## config.mk

```make
export PLATFORM = sky130hd
export DESIGN_NAME = utf8_grapheme_boundary_finder
export DESIGN_NICKNAME = d
export VERILOG_FILES = /design/src/rtl/ugb_pkg.sv /design/src/rtl/ugb_join.sv /design/src/rtl/ugb_decoder.sv /design/src/rtl/ugb_rsp_queue.sv /design/src/rtl/utf8_grapheme_boundary_finder.sv
export SDC_FILE = /design/constraint.sdc
export NUM_CORES = 1
export LEC_CHECK = 0
export BUFFER_PORTS_ARGS = -buffer_cell sky130_fd_sc_hd__buf_2
export CAP_MARGIN = 10
export CORE_ASPECT_RATIO = 1.1
export CORE_MARGIN = 5
export CORE_UTILIZATION = 41
export DETAILED_ROUTE_END_ITERATION = 10
export PLACE_DENSITY = 0.63
export SLEW_MARGIN = 0
export SYNTH_ARGS = -nofsm -noshare
export SYNTH_HDL_FRONTEND = slang
export SYNTH_SLANG_ARGS = --single-unit
```

## constraint.sdc

```tcl
create_clock -name clock -period 4.22 [get_ports clock]
set_clock_uncertainty 0.15 [all_clocks]
set_input_delay 0.844 -clock clock [delete_from_list [all_inputs] [get_ports clock]]
set_output_delay 0.844 -clock clock [all_outputs]
set_load 0.03 [all_outputs]
```

## src/rtl/ugb_pkg.sv

```systemverilog
// ----------------------------------------------------------------------------
// ugb_pkg
// Shared types and code point constants of the grapheme boundary finder.
// ----------------------------------------------------------------------------
`timescale 1ns / 1ps

package ugb_pkg;

   localparam int CP_BITS    = 21;
   localparam int RSP_BITS   = 16;
   localparam int RSP_SLOTS  = 3;
   localparam int EXT_RANGES = 14;

   localparam logic [CP_BITS-1:0] CP_ZWJ   = 21'h0200d;
   localparam logic [CP_BITS-1:0] CP_CR    = 21'h0000d;
   localparam logic [CP_BITS-1:0] CP_LF    = 21'h0000a;
   localparam logic [CP_BITS-1:0] CP_RI_LO = 21'h1f1e6;
   localparam logic [CP_BITS-1:0] CP_RI_HI = 21'h1f1ff;
   localparam logic [CP_BITS-1:0] CP_BAD   = 21'h0fffd;

   localparam logic [7:0] CONT_MASK = 8'hc0;
   localparam logic [7:0] CONT_TAG  = 8'h80;
   localparam logic [7:0] LOW6_MASK = 8'h3f;

   // Extending mark ranges, low and high bound of each, inclusive.
   localparam logic [CP_BITS-1:0] EXT_LO [EXT_RANGES] = '{
      21'h00300, 21'h00483, 21'h00591, 21'h00610, 21'h0064b, 21'h00900, 21'h01ab0,
      21'h01dc0, 21'h020d0, 21'h0fe00, 21'h0fe20, 21'h1f3fb, 21'he0100, 21'he0020
   };
   localparam logic [CP_BITS-1:0] EXT_HI [EXT_RANGES] = '{
      21'h0036f, 21'h00489, 21'h005bd, 21'h0061a, 21'h0065f, 21'h00903, 21'h01aff,
      21'h01dff, 21'h020ff, 21'h0fe0f, 21'h0fe2f, 21'h1f3ff, 21'he01ef, 21'he007f
   };

   typedef struct packed {
      logic                valid;
      logic [RSP_BITS-1:0] offset;
      logic                last;
   } rsp_slot_type;

   typedef rsp_slot_type [RSP_SLOTS-1:0] rsp_bundle_type;

   typedef struct packed {
      logic emit;
      logic ri_odd;
   } join_result_type;

endpackage

```

## src/rtl/ugb_join.sv

```systemverilog
// ----------------------------------------------------------------------------
// ugb_join
// Decides whether a finished code point starts a new grapheme cluster.
// ----------------------------------------------------------------------------
`timescale 1ns / 1ps

module ugb_join
   import ugb_pkg::*;
(
   input  logic [CP_BITS-1:0] cur,
   input  logic [CP_BITS-1:0] prev,
   input  logic               have_prev,
   input  logic               ri_odd,
   output join_result_type    result
);

   logic is_ext;
   logic cur_ri;
   logic prev_ri;
   logic joins;

   always_comb begin
      is_ext = 1'b0;
      for (int i = 0; i < EXT_RANGES; i++) begin
         if (cur >= EXT_LO[i] && cur <= EXT_HI[i]) begin
            is_ext = 1'b1;
         end
      end
   end

   assign cur_ri  = (cur >= CP_RI_LO) && (cur <= CP_RI_HI);
   assign prev_ri = (prev >= CP_RI_LO) && (prev <= CP_RI_HI);

   // A pair of regional indicators is settled by the run parity alone.
   always_comb begin
      if (prev_ri && cur_ri) begin
         joins = ri_odd;
      end else begin
         joins = is_ext || (cur == CP_ZWJ) || (prev == CP_ZWJ) ||
                 ((prev == CP_CR) && (cur == CP_LF));
      end
   end

   assign result.emit   = !have_prev || !joins;
   assign result.ri_odd = cur_ri ? !ri_odd : 1'b0;

endmodule

```

## src/rtl/ugb_decoder.sv

```systemverilog
// ----------------------------------------------------------------------------
// ugb_decoder
// UTF-8 decode state and boundary evaluation for one byte per load.
// ----------------------------------------------------------------------------
`timescale 1ns / 1ps

module ugb_decoder
   import ugb_pkg::*;
#(
   parameter int OFFSET_BITS = 16
)
(
   input  logic           clock,
   input  logic           reset,
   input  logic           load,
   input  logic [7:0]     data_byte,
   input  logic           end_of_text,
   output rsp_bundle_type bundle
);

   localparam logic [OFFSET_BITS-1:0] OFFSET_MAX = '1;

   logic [OFFSET_BITS-1:0] count_ff, count_in;
   logic [CP_BITS-1:0]     value_ff, value_in;
   logic [1:0]             remain_ff, remain_in;
   logic [OFFSET_BITS-1:0] start_ff, start_in;
   logic                   pending_ff, pending_in;
   logic [CP_BITS-1:0]     prev_ff, prev_in;
   logic                   have_prev_ff, have_prev_in;
   logic                   ri_odd_ff, ri_odd_in;

   logic                   is_cont;
   logic                   cut_short;
   logic [CP_BITS-1:0]     prev_mid;
   logic                   have_prev_mid;
   logic                   ri_odd_mid;
   logic [CP_BITS-1:0]     new_value;
   logic [1:0]             new_remain;
   logic [OFFSET_BITS-1:0] new_start;
   logic                   finish_now;
   join_result_type        join_cut;
   join_result_type        join_new;
   rsp_slot_type           res_cut, res_new, res_end;

   function automatic logic [RSP_BITS-1:0] to_rsp(input logic [OFFSET_BITS-1:0] x);
      logic [31:0] w;
      w = 32'(x);
      return w[RSP_BITS-1:0];
   endfunction

   assign is_cont   = pending_ff && (remain_ff != 2'd0) &&
                      ((data_byte & CONT_MASK) == CONT_TAG);
   assign cut_short = !is_cont && pending_ff;

   ugb_join u_join_cut (
      .cur       (value_ff),
      .prev      (prev_ff),
      .have_prev (have_prev_ff),
      .ri_odd    (ri_odd_ff),
      .result    (join_cut)
   );

   assign prev_mid      = cut_short ? value_ff : prev_ff;
   assign have_prev_mid = cut_short ? 1'b1 : have_prev_ff;
   assign ri_odd_mid    = cut_short ? join_cut.ri_odd : ri_odd_ff;

   always_comb begin
      new_start  = count_ff;
      new_remain = 2'd0;
      new_value  = CP_BAD;
      if (is_cont) begin
         new_value  = {value_ff[CP_BITS-7:0], data_byte[5:0] & LOW6_MASK[5:0]};
         new_remain = remain_ff - 2'd1;
         new_start  = start_ff;
      end else if (data_byte[7] == 1'b0) begin
         new_value = CP_BITS'(data_byte);
      end else if (data_byte[7:5] == 3'b110) begin
         new_value  = CP_BITS'(data_byte[4:0]);
         new_remain = 2'd1;
      end else if (data_byte[7:4] == 4'b1110) begin
         new_value  = CP_BITS'(data_byte[3:0]);
         new_remain = 2'd2;
      end else if (data_byte[7:3] == 5'b11110) begin
         new_value  = CP_BITS'(data_byte[2:0]);
         new_remain = 2'd3;
      end
   end

   assign finish_now = (new_remain == 2'd0) || end_of_text;

   ugb_join u_join_new (
      .cur       (new_value),
      .prev      (prev_mid),
      .have_prev (have_prev_mid),
      .ri_odd    (ri_odd_mid),
      .result    (join_new)
   );

   assign count_in = (count_ff == OFFSET_MAX) ? count_ff : count_ff + OFFSET_BITS'(1);

   assign res_cut = '{valid: cut_short && join_cut.emit, offset: to_rsp(start_ff),
                      last: 1'b0};
   assign res_new = '{valid: finish_now && join_new.emit, offset: to_rsp(new_start),
                      last: 1'b0};
   assign res_end = '{valid: end_of_text, offset: to_rsp(count_in), last: 1'b1};

   // Pack the results so that slot 0 holds the first one due.
   always_comb begin
      bundle = '0;
      if (res_cut.valid) begin
         bundle[0] = res_cut;
         if (res_new.valid) begin
            bundle[1] = res_new;
            bundle[2] = res_end;
         end else begin
            bundle[1] = res_end;
         end
      end else if (res_new.valid) begin
         bundle[0] = res_new;
         bundle[1] = res_end;
      end else begin
         bundle[0] = res_end;
      end
   end

   always_comb begin
      value_in     = new_value;
      start_in     = new_start;
      remain_in    = new_remain;
      pending_in   = 1'b1;
      prev_in      = prev_mid;
      have_prev_in = have_prev_mid;
      ri_odd_in    = ri_odd_mid;
      if (finish_now) begin
         remain_in    = 2'd0;
         pending_in   = 1'b0;
         prev_in      = new_value;
         have_prev_in = 1'b1;
         ri_odd_in    = join_new.ri_odd;
      end
   end

   always_ff @(posedge clock) begin
      if (reset || (load && end_of_text)) begin
         count_ff     <= '0;
         value_ff     <= '0;
         remain_ff    <= 2'd0;
         start_ff     <= '0;
         pending_ff   <= 1'b0;
         prev_ff      <= '0;
         have_prev_ff <= 1'b0;
         ri_odd_ff    <= 1'b0;
      end else if (load) begin
         count_ff     <= count_in;
         value_ff     <= value_in;
         remain_ff    <= remain_in;
         start_ff     <= start_in;
         pending_ff   <= pending_in;
         prev_ff      <= prev_in;
         have_prev_ff <= have_prev_in;
         ri_odd_ff    <= ri_odd_in;
      end
   end

endmodule

```

## src/rtl/ugb_rsp_queue.sv

```systemverilog
// ----------------------------------------------------------------------------
// ugb_rsp_queue
// Three-slot result register that drains one boundary per cycle while rsp_tready is high.
// ----------------------------------------------------------------------------
`timescale 1ns / 1ps

module ugb_rsp_queue
   import ugb_pkg::*;
(
   input  logic                clock,
   input  logic                reset,
   input  logic                load,
   input  rsp_bundle_type      bundle,
   output logic                can_load,
   output logic                rsp_tvalid,
   input  logic                rsp_tready,
   output logic [RSP_BITS-1:0] rsp_tdata,
   output logic                rsp_tlast
);

   rsp_bundle_type slot_ff;
   logic           take;

   assign take       = slot_ff[0].valid && rsp_tready;
   assign can_load   = !slot_ff[1].valid && (!slot_ff[0].valid || rsp_tready);
   assign rsp_tvalid = slot_ff[0].valid;
   assign rsp_tdata  = slot_ff[0].offset;
   assign rsp_tlast  = slot_ff[0].last;

   always_ff @(posedge clock) begin
      if (reset) begin
         for (int i = 0; i < RSP_SLOTS; i++) begin
            slot_ff[i].valid <= 1'b0;
         end
      end else if (load) begin
         slot_ff <= bundle;
      end else if (take) begin
         for (int i = 0; i < RSP_SLOTS - 1; i++) begin
            slot_ff[i] <= slot_ff[i+1];
         end
         slot_ff[RSP_SLOTS-1].valid <= 1'b0;
      end
   end

endmodule

```

## src/rtl/utf8_grapheme_boundary_finder.sv

```systemverilog
// ----------------------------------------------------------------------------
// utf8_grapheme_boundary_finder
// Streams UTF-8 text bytes and reports the byte offset of each grapheme
// cluster start, followed by the text length.
// ----------------------------------------------------------------------------
//
//   Channel   Direction  Payload                            Marker
//   req_*     in         tdata[7:0] = data_byte             tlast = end_of_text
//   rsp_*     out        tdata[15:0] = boundary_offset      tlast = last_boundary
//
// A request waits in the input register and is decoded into the three-slot
// result register, where its first boundary is offered. One request per
// cycle is taken while each yields at most one boundary and rsp_tready is
// high; two or three boundaries hold the next request back.
// A result stall fills the slots and the input register, then req_tready
// drops. Reset and the final byte of a text both clear the decode state.
// ----------------------------------------------------------------------------
`timescale 1ns / 1ps

module utf8_grapheme_boundary_finder
   import ugb_pkg::*;
#(
   parameter int OFFSET_BITS = 16
)
(
   input  logic                clock,
   input  logic                reset,
   input  logic                req_tvalid,
   output logic                req_tready,
   input  logic [7:0]          req_tdata,   // [7:0] data_byte
   input  logic                req_tlast,   // end_of_text
   output logic                rsp_tvalid,
   input  logic                rsp_tready,
   output logic [RSP_BITS-1:0] rsp_tdata,   // [15:0] boundary_offset
   output logic                rsp_tlast    // last_boundary
);

   // Input register: one request waiting to be evaluated.
   logic           in_valid_ff;
   logic [7:0]     in_data_ff;
   logic           in_last_ff;
   logic           load;
   logic           can_load;
   rsp_bundle_type bundle;

   // The held request is evaluated and moved on when the result slots will
   // be empty at the end of this cycle. No request is taken during reset.
   assign load       = in_valid_ff && can_load;
   assign req_tready = !reset && (!in_valid_ff || load);

   always_ff @(posedge clock) begin
      if (reset) begin
         in_valid_ff <= 1'b0;
      end else if (req_tready) begin
         in_valid_ff <= req_tvalid;
      end
   end

   always_ff @(posedge clock) begin
      if (req_tready && req_tvalid) begin
         in_data_ff <= req_tdata;
         in_last_ff <= req_tlast;
      end
   end

   // Decoder: code point assembly, join rules and offset counting. It emits
   // the cut-short boundary, the new code point's boundary and the end
   // boundary, packed in that order.
   ugb_decoder #(
      .OFFSET_BITS (OFFSET_BITS)
   ) u_decoder (
      .clock       (clock),
      .reset       (reset),
      .load        (load),
      .data_byte   (in_data_ff),
      .end_of_text (in_last_ff),
      .bundle      (bundle)
   );

   ugb_rsp_queue u_rsp_queue (
      .clock      (clock),
      .reset      (reset),
      .load       (load),
      .bundle     (bundle),
      .can_load   (can_load),
      .rsp_tvalid (rsp_tvalid),
      .rsp_tready (rsp_tready),
      .rsp_tdata  (rsp_tdata),
      .rsp_tlast  (rsp_tlast)
   );

endmodule
```

-- Word level (Yosys, flattened, before mapping)
Cells that the tools add are included.
- register bits after elaboration: 143
- logic and storage cells: 235
- $add $sub $neg: 2
- magnitude comparators: 64
- equality and inequality tests: 13
- multiplexer cells: 60
- bitwise gates (word level): 1
- reductions and logical operators: 75
- operators with widths (cell ; number):
    $ge A21 B11 Y1 const B ; 8
    $le A21 B11 Y1 const B ; 8
    $ge A21 B17 Y1 const B ; 6
    $le A21 B17 Y1 const B ; 6
    $mux W21 ; 6
    $mux W36 ; 3
    $eq A21 B14 Y1 const B ; 4
    $eq A21 B4 Y1 const B ; 4
    $ge A21 B13 Y1 const B ; 4
    $ge A21 B16 Y1 const B ; 4
    $ge A21 B20 Y1 const B ; 4
    $le A21 B13 Y1 const B ; 4
    $le A21 B16 Y1 const B ; 4
    $le A21 B20 Y1 const B ; 4
    $mux W18 ; 3
    $mux W16 ; 3
    $logic_and A1 B1 Y1 ; 47
    $ge A21 B10 Y1 const B ; 2
    $ge A21 B12 Y1 const B ; 2
    $ge A21 B14 Y1 const B ; 2
    $le A21 B10 Y1 const B ; 2
    $le A21 B12 Y1 const B ; 2
    $le A21 B14 Y1 const B ; 2
    $mux W1 ; 39
    other kinds (14) ; 42

-- Logic depth before layout (Yosys ltp)
- depth after elaboration: 32
- depth in mapped cells: 18

-- By module
A second synthesis with hierarchy kept.
- cell total of the unflattened synthesis: 1042
- area, all modules: 9390.3 sq um
- modules (own cells, without submodules) (module ; instances ; cells each ; area an instance (sq um)):
    ugb_decoder ; 1 ; 655 ; 5138.7
    ugb_rsp_queue ; 1 ; 124 ; 2347.3
    ugb_join ; 2 ; 124 ; 783.3
    utf8_grapheme_boundary_finder ; 1 ; 15 ; 337.8

-- Worst setup path after synthesis
OpenSTA, ideal clock, no wires.
- kind: register -> register
- start: register u_decoder.remain_ff[0]
- end: register u_rsp_queue.slot_ff[18] in the netlist's numbering, data pin
- setup time: 0.253 ns
- arrival time: 3.538 ns
- data required time: 3.817 ns
- path slack: 0.279 ns
- cell stages (with the launch flop): 18
- cells stage by stage: dfxtp_1 inv_1 ha_1 buf_2 or3b_1 buf_2 o211ai_2 nand4_1 o31ai_1 a31oi_1 or4b_1 nor4_2 a31oi_2 buf_6 buf_6 ha_1 nand2_1 nand2_1
- longest elaborated chain between the ends: 30
- elaborated cells on any way between the ends: 94
- ends and longest elaborated chain (what ; line ; source):
    start, declared ; ugb_decoder.sv:25 ; logic [1:0] remain_ff, remain_in;
    start signal, assigned ; ugb_decoder.sv:156 ; remain_ff <= remain_in;
    $reduce_bool A2 Y1 ; ugb_decoder.sv:51 ; assign is_cont = pending_ff && (remain_ff != 2'd0) &&
    $logic_and A1 B1 Y1 (2 in series) ; ugb_decoder.sv:51 ;
    $mux W21 ; ugb_decoder.sv:71 ; if (is_cont) begin
    $ge A21 B10 Y1 or $le A21 B10 Y1 (tied branches) ; ugb_join.sv:25 ; if (cur >= EXT_LO[i] && cur <= EXT_HI[i]) begin
    $logic_and A1 B1 Y1 ; ugb_join.sv:25 ;
    $mux W1 (14 in series) ; ugb_join.sv:25 ;
    $logic_or A1 B1 Y1 (3 in series) ; ugb_join.sv:39 ; joins = is_ext || (cur == CP_ZWJ) || (prev == CP_ZWJ) ||
    $mux W1 ; ugb_join.sv:36 ; if (prev_ri && cur_ri) begin
    $logic_not A1 Y1 ; ugb_join.sv:44 ; assign result.emit = !have_prev || !joins;
    $logic_or A1 B1 Y1 ; ugb_join.sv:44 ;
    $logic_and A1 B1 Y1 ; ugb_decoder.sv:103 ; assign res_new = '{valid: finish_now && join_new.emit, offset: to_rsp(new_start),
    $mux W18 (on tied branches) ; ugb_decoder.sv:118, ugb_decoder.sv:112 ;
    $mux W36 * ; ugb_decoder.sv:110 ; if (res_cut.valid) begin
    $mux W36 * ; ugb_rsp_queue.sv:35 ; end else if (load) begin
    end signal, assigned ; ugb_rsp_queue.sv:36 ; slot_ff <= bundle;
    end signal, assigned by index ; ugb_rsp_queue.sv:39 ; slot_ff[i] <= slot_ff[i+1];
    end, declared ; ugb_rsp_queue.sv:21 ; rsp_bundle_type slot_ff;
Mark *: on every way between the ends. The rest lies on a longest branch, timed or not.
A chain may end at the register's enable or synchronous reset.

-- Final worst setup path
- start: register in_data_ff[6]
- end: register u_rsp_queue.slot_ff[20] in the netlist's numbering, data pin
- longest elaborated chain between the ends: 32
- elaborated cells on any way between the ends: 104
- ends and longest elaborated chain (what ; line ; source):
    start, declared ; utf8_grapheme_boundary_finder.sv:40 ; logic [7:0] in_data_ff;
    start signal, assigned ; utf8_grapheme_boundary_finder.sv:61 ; in_data_ff <= req_tdata;
    $eq A5 B5 Y1 ; ugb_decoder.sv:83 ; end else if (data_byte[7:3] == 5'b11110) begin
    $mux W16 ; ugb_decoder.sv:83 ;
    $mux W21 ; ugb_decoder.sv:80 ; end else if (data_byte[7:4] == 4'b1110) begin
    $mux W21 ; ugb_decoder.sv:77 ; end else if (data_byte[7:5] == 3'b110) begin
    $mux W21 ; ugb_decoder.sv:75 ; end else if (data_byte[7] == 1'b0) begin
    $mux W21 ; ugb_decoder.sv:71 ;
    $ge A21 B10 Y1 or $le A21 B10 Y1 (tied branches) ; ugb_join.sv:25 ;
    $logic_and A1 B1 Y1 ; ugb_join.sv:25 ;
    $mux W1 (14 in series) ; ugb_join.sv:25 ;
    $logic_or A1 B1 Y1 (3 in series) ; ugb_join.sv:39 ;
    $mux W1 ; ugb_join.sv:36 ;
    $logic_not A1 Y1 ; ugb_join.sv:44 ;
    $logic_or A1 B1 Y1 ; ugb_join.sv:44 ;
    $logic_and A1 B1 Y1 ; ugb_decoder.sv:103 ;
    $mux W18 (on tied branches) ; ugb_decoder.sv:118, ugb_decoder.sv:112 ;
    $mux W36 * ; ugb_decoder.sv:110 ;
    $mux W36 * ; ugb_rsp_queue.sv:35 ;
Marked as above.

==> flow_summary_export.csv <==
group,metric,value,unit
worst_setup_path,slowest_stage,"or4_1",
detailed_routing,totalWireLength,33730,um
place,gp_congestion,1.051,
worst_setup_path,worstPathMaxFanout,20,
detailed_routing,first_pass_iters,5,
detailed_routing,ant_nets,0,
worst_hold_path,hold_class,"reg -> reg",
detailed_routing,drt_iter0_markers,938,
timing,hold_violations,0,
logic_synthesis,yosys.area_share.simple,0.2786,
timing,setup_viol,0,
run_status,status,"completed",
timing,period_needed,4149,ps
worst_setup_path,r2r-end,"u_rsp_queue.slot_ff[20]$_DFFE_PP_",
worst_setup_path,slowest_delay,570,ps
logic_synthesis,synth-seq-cells,143,
worst_setup_path,cp.required,4310,ps
global_route,antenna_found_initial,0,
cells_and_area,nFillCells,2201,
pwr,swShare,0.2834,
global_route,grtUsageTotal,0.2489,
logic_synthesis,yosys_warnings,0,
logic_synthesis,synth_xor_area_frac,0.02011,
worst_setup_path,startpoint_type,"flop",
pwr,p_seq_frac,0.416,
global_route,grt_max_degree,78,
place,pre_cts_ws,-245.9,ps
pwr,power_frac_comb,0.175,
detailed_routing,drc,0,
cells_and_area,final_cell_mix,"nor2_1 (158), buf_4 (139), nand2_1 (129)",
die,io_pins,32,
pwr,p_leak,4.130,nW
worst_setup_path,path_buf_inv,5,
clock_network,cts_tree,"built",
logic_synthesis,synth_cell_types,82,
place,place_hpwl,23960,um
clock_network,numCtsBuffers,17,
logic_synthesis,ys_seq_area_frac,0.3638,
timing,fin_tns_setup,0,ps
place,dp_cells,1552,
worst_setup_path,crit_cells,14,
logic_synthesis,synth.area.mux_share,0.05927,
clock_network,cts_sinks,143,
timing,fin_ws,71.32,ps
timing,clock.fmax,241.0,MHz
cells_and_area,num-nets-final,1295,
clock_network,clk_latency,430,ps
pwr,total_power,0.003722,W
logic_synthesis,synthTopCellsByArea,"edfxtp_1 (19%), dfxtp_1 (17%), nor2_1 (6.4%)",
worst_setup_path,cp_top_family,"simple AND/OR/NAND/NOR gates",
cells_and_area,diodes,0,
clock_network,clk_path_buf_depth,2,
cells_and_area,final_util,0.5095,
logic_synthesis,avgSynthCellArea,7.914,sq um
timing,maxSlewHeadroom,0.4816,
clock_network,cts_hold_buffers,0,
detailed_routing,via_per_inst,6.111,
logic_synthesis,synthArstFlopShare,0,
pwr,internal-power,0.002668,W
cells_and_area,stdcell_count,1592,
detailed_routing,num_vias,9729,
die,start_util,0.4165,
logic_synthesis,synth_fp_nets,1219,
global_route,overflow,0,
die,dieArea,26370,sq um
cells_and_area,seqCellArea,3467,sq um
worst_setup_path,rrSetupSlack,70,ps
logic_synthesis,synth_top_area_cell,"edfxtp_1",
die,core_area,22860,sq um
worst_setup_path,critPathLaunch,"in_data_ff[6]$_DFFE_PP_",
logic_synthesis,synth_compound_area_frac,0.2067,
worst_setup_path,endpoint,"u_rsp_queue.slot_ff[20]$_DFFE_PP_",
worst_setup_path,reg2reg_from,"in_data_ff[6]$_DFFE_PP_",
detailed_routing,post_drt_wl_per_cell,21.19,um
cells_and_area,drive_gt1_frac,0.2190,
logic_synthesis,syn_area,9520,sq um
timing,rsz0062_at_grt,"true",
timing,tightest_slew,774.7,ps
global_route,grt_pass1_wl,52030,um
clock_network,root_buffer,"clkbuf_16",
die,fp.dieW,155.3,um
die,die_height,169.8,um
worst_setup_path,r2r_cells,14,
cells_and_area,area_delta_synth_final,22.33,%
logic_synthesis,yosys.area.top_type_share,0.1892,
logic_synthesis,synthFlopType,"dfxtp_1",
timing,slew_violations,0,
pwr,ir_drop,232.7,uV
global_route,grt_pass1_vias,9393,
worst_setup_path,cp_cell_sequence,"buf_12 -> or3b_4 -> o211a_4 -> or4_1 -> a32oi_2 -> o311ai_1 -> buf_4 -> nor4_4 -> buf_4 -> a31oi_4 -> buf_12 -> buf_16 -> o41a_1 -> o31ai_1",
pwr,clkPwrFrac,0.410,
pwr,power.density,319.6,nW/um^2
logic_synthesis,synthCells,1203,
clock_network,htree_levels,4,
flow_run,maxCapViolCount,0,
worst_setup_path,criticalPathCategory,"reg -> reg",
cells_and_area,layout_commonest_cell,"nor2_1",
worst_setup_path,worstPathArrival,4240,ps
die,rows,58,
place,portBuffers,31,
logic_synthesis,post_synth_fa_ha_maj_area_fraction,0.003943,
timing,finalCritPeriodShare,0.9831,
worst_setup_path,crit_path_end_kind,"flop",
logic_synthesis,synth_top_family_by_area,"simple AND/OR/NAND/NOR gates",
clock_network,cts.clk_slew.worst_paths,70,ps
cells_and_area,multi_input_area,5672,sq um
pwr,p_sw,0.001055,W
logic_synthesis,synth_edf_count,60,
==> cells in the mapped netlist (19+ instances only) <==
cell type,count
a211oi_1,20
nor3_1,37
nor4_1,24
nand3_1,36
buf_2,19
nand4_1,30
edfxtp_1,60
nand2_1,130
nor2_1,162
or3_1,23
mux2i_1,44
o21ai_0,58
clkbuf_1,71
dfxtp_1,83
a21oi_1,101
o22ai_1,19
==> tightest hold or removal path, stage by stage (launching register included) <==
cell,delay (ps)
dfxtp_1,310
nand2_1,50
a21oi_1,50
==> cell families (layout without fill, tap and decap cells) <==
family                   after synthesis  in the layout
flip-flops                           143            143
adder cells (fa/ha/maj)                3              3
buffers and inverters                142            231
AND/OR/NAND/NOR                      536            536
AO/OA/AOI/OAI                        303            303
XOR/XNOR                              21             21
multiplexers                          55             55
==> layout make-up <==
class | instances | share of cell area
multi-input combinational | 918 | 0.4870
tap | 300 | 0.03223
inverter | 14 | 0.004512
timing repair buffer | 185 | 0.1268
clock buffer | 22 | 0.04362
sequential | 143 | 0.2977
clock inverter | 10 | 0.008165
==> state kept, by name (all words and copies together) (netlist names) <==
name and cells:
u_decoder.prev_ff 21, u_decoder.remain_ff 2, u_decoder.count_ff 16, u_decoder.pending_ff 1, u_rsp_queue.rsp_tvalid 1, u_rsp_queue.rsp_tdata 16
u_rsp_queue.slot_ff 36, in_data_ff 8, in_valid_ff 1, u_decoder.have_prev_ff 1, u_decoder.value_ff 21, u_decoder.start_ff 16
u_rsp_queue.rsp_tlast 1, in_last_ff 1, u_decoder.ri_odd_ff 1
==> metal layers <==
layer,track usage,wire length (um)
met5,0,0
met4,0.1271,1635
met3,0.03840,2343
met2,0.4280,16340
met1,0.3023,13410
==> worst min-delay path by stage <==
stage / from / to / slack, ps / cells past startpoint
floorplan: u_decoder.start_ff[0]$_SDFFE_PP0P_ / u_decoder.start_ff[0]$_SDFFE_PP0P_ / 290 / 2
global placement: u_decoder.start_ff[0]$_SDFFE_PP0P_ / u_decoder.start_ff[0]$_SDFFE_PP0P_ / 300 / 2
detailed placement: u_decoder.start_ff[0]$_SDFFE_PP0P_ / u_decoder.start_ff[0]$_SDFFE_PP0P_ / 310 / 2
CTS: u_decoder.start_ff[0]$_SDFFE_PP0P_ / u_decoder.start_ff[0]$_SDFFE_PP0P_ / 320 / 2
global route: u_decoder.start_ff[3]$_SDFFE_PP0P_ / u_decoder.start_ff[3]$_SDFFE_PP0P_ / 330 / 2
finish: u_decoder.start_ff[5]$_SDFFE_PP0P_ / u_decoder.start_ff[5]$_SDFFE_PP0P_ / 320 / 2
==> per-stage QoR <==
stage	hold WS [ps]	area, sq um
CTS	316.0	11480
global route	334.1	11650
finish	318.1	11650
floorplan	290.4	9520
global placement	303.0	10710
detailed placement	307.8	10710
==> power groups by stage <==
stage / clock [W] / sequential [W] / combinational, W
floorplan: 0 / 0.00156 / 0.000392
global placement: 0 / 0.00157 / 0.000607
detailed placement: 0 / 0.00157 / 0.000602
CTS: 0.00155 / 0.00155 / 0.000624
global route: 0.00162 / 0.00155 / 0.000696
finish: 0.00153 / 0.00155 / 0.000650
==> repair_timing <==
| action | 4_1_cts | 5_1_grt |
|---|---|---|
| gates cloned | 1 | 1 |
| gates resized for setup | 20 | 34 |
| pin swaps | 7 | 13 |
| buffers inserted | 3 | 4 |
| endpoints found under the setup margin | 53 | 52 |
Note: power is estimated with default switching activity, not from simulation.
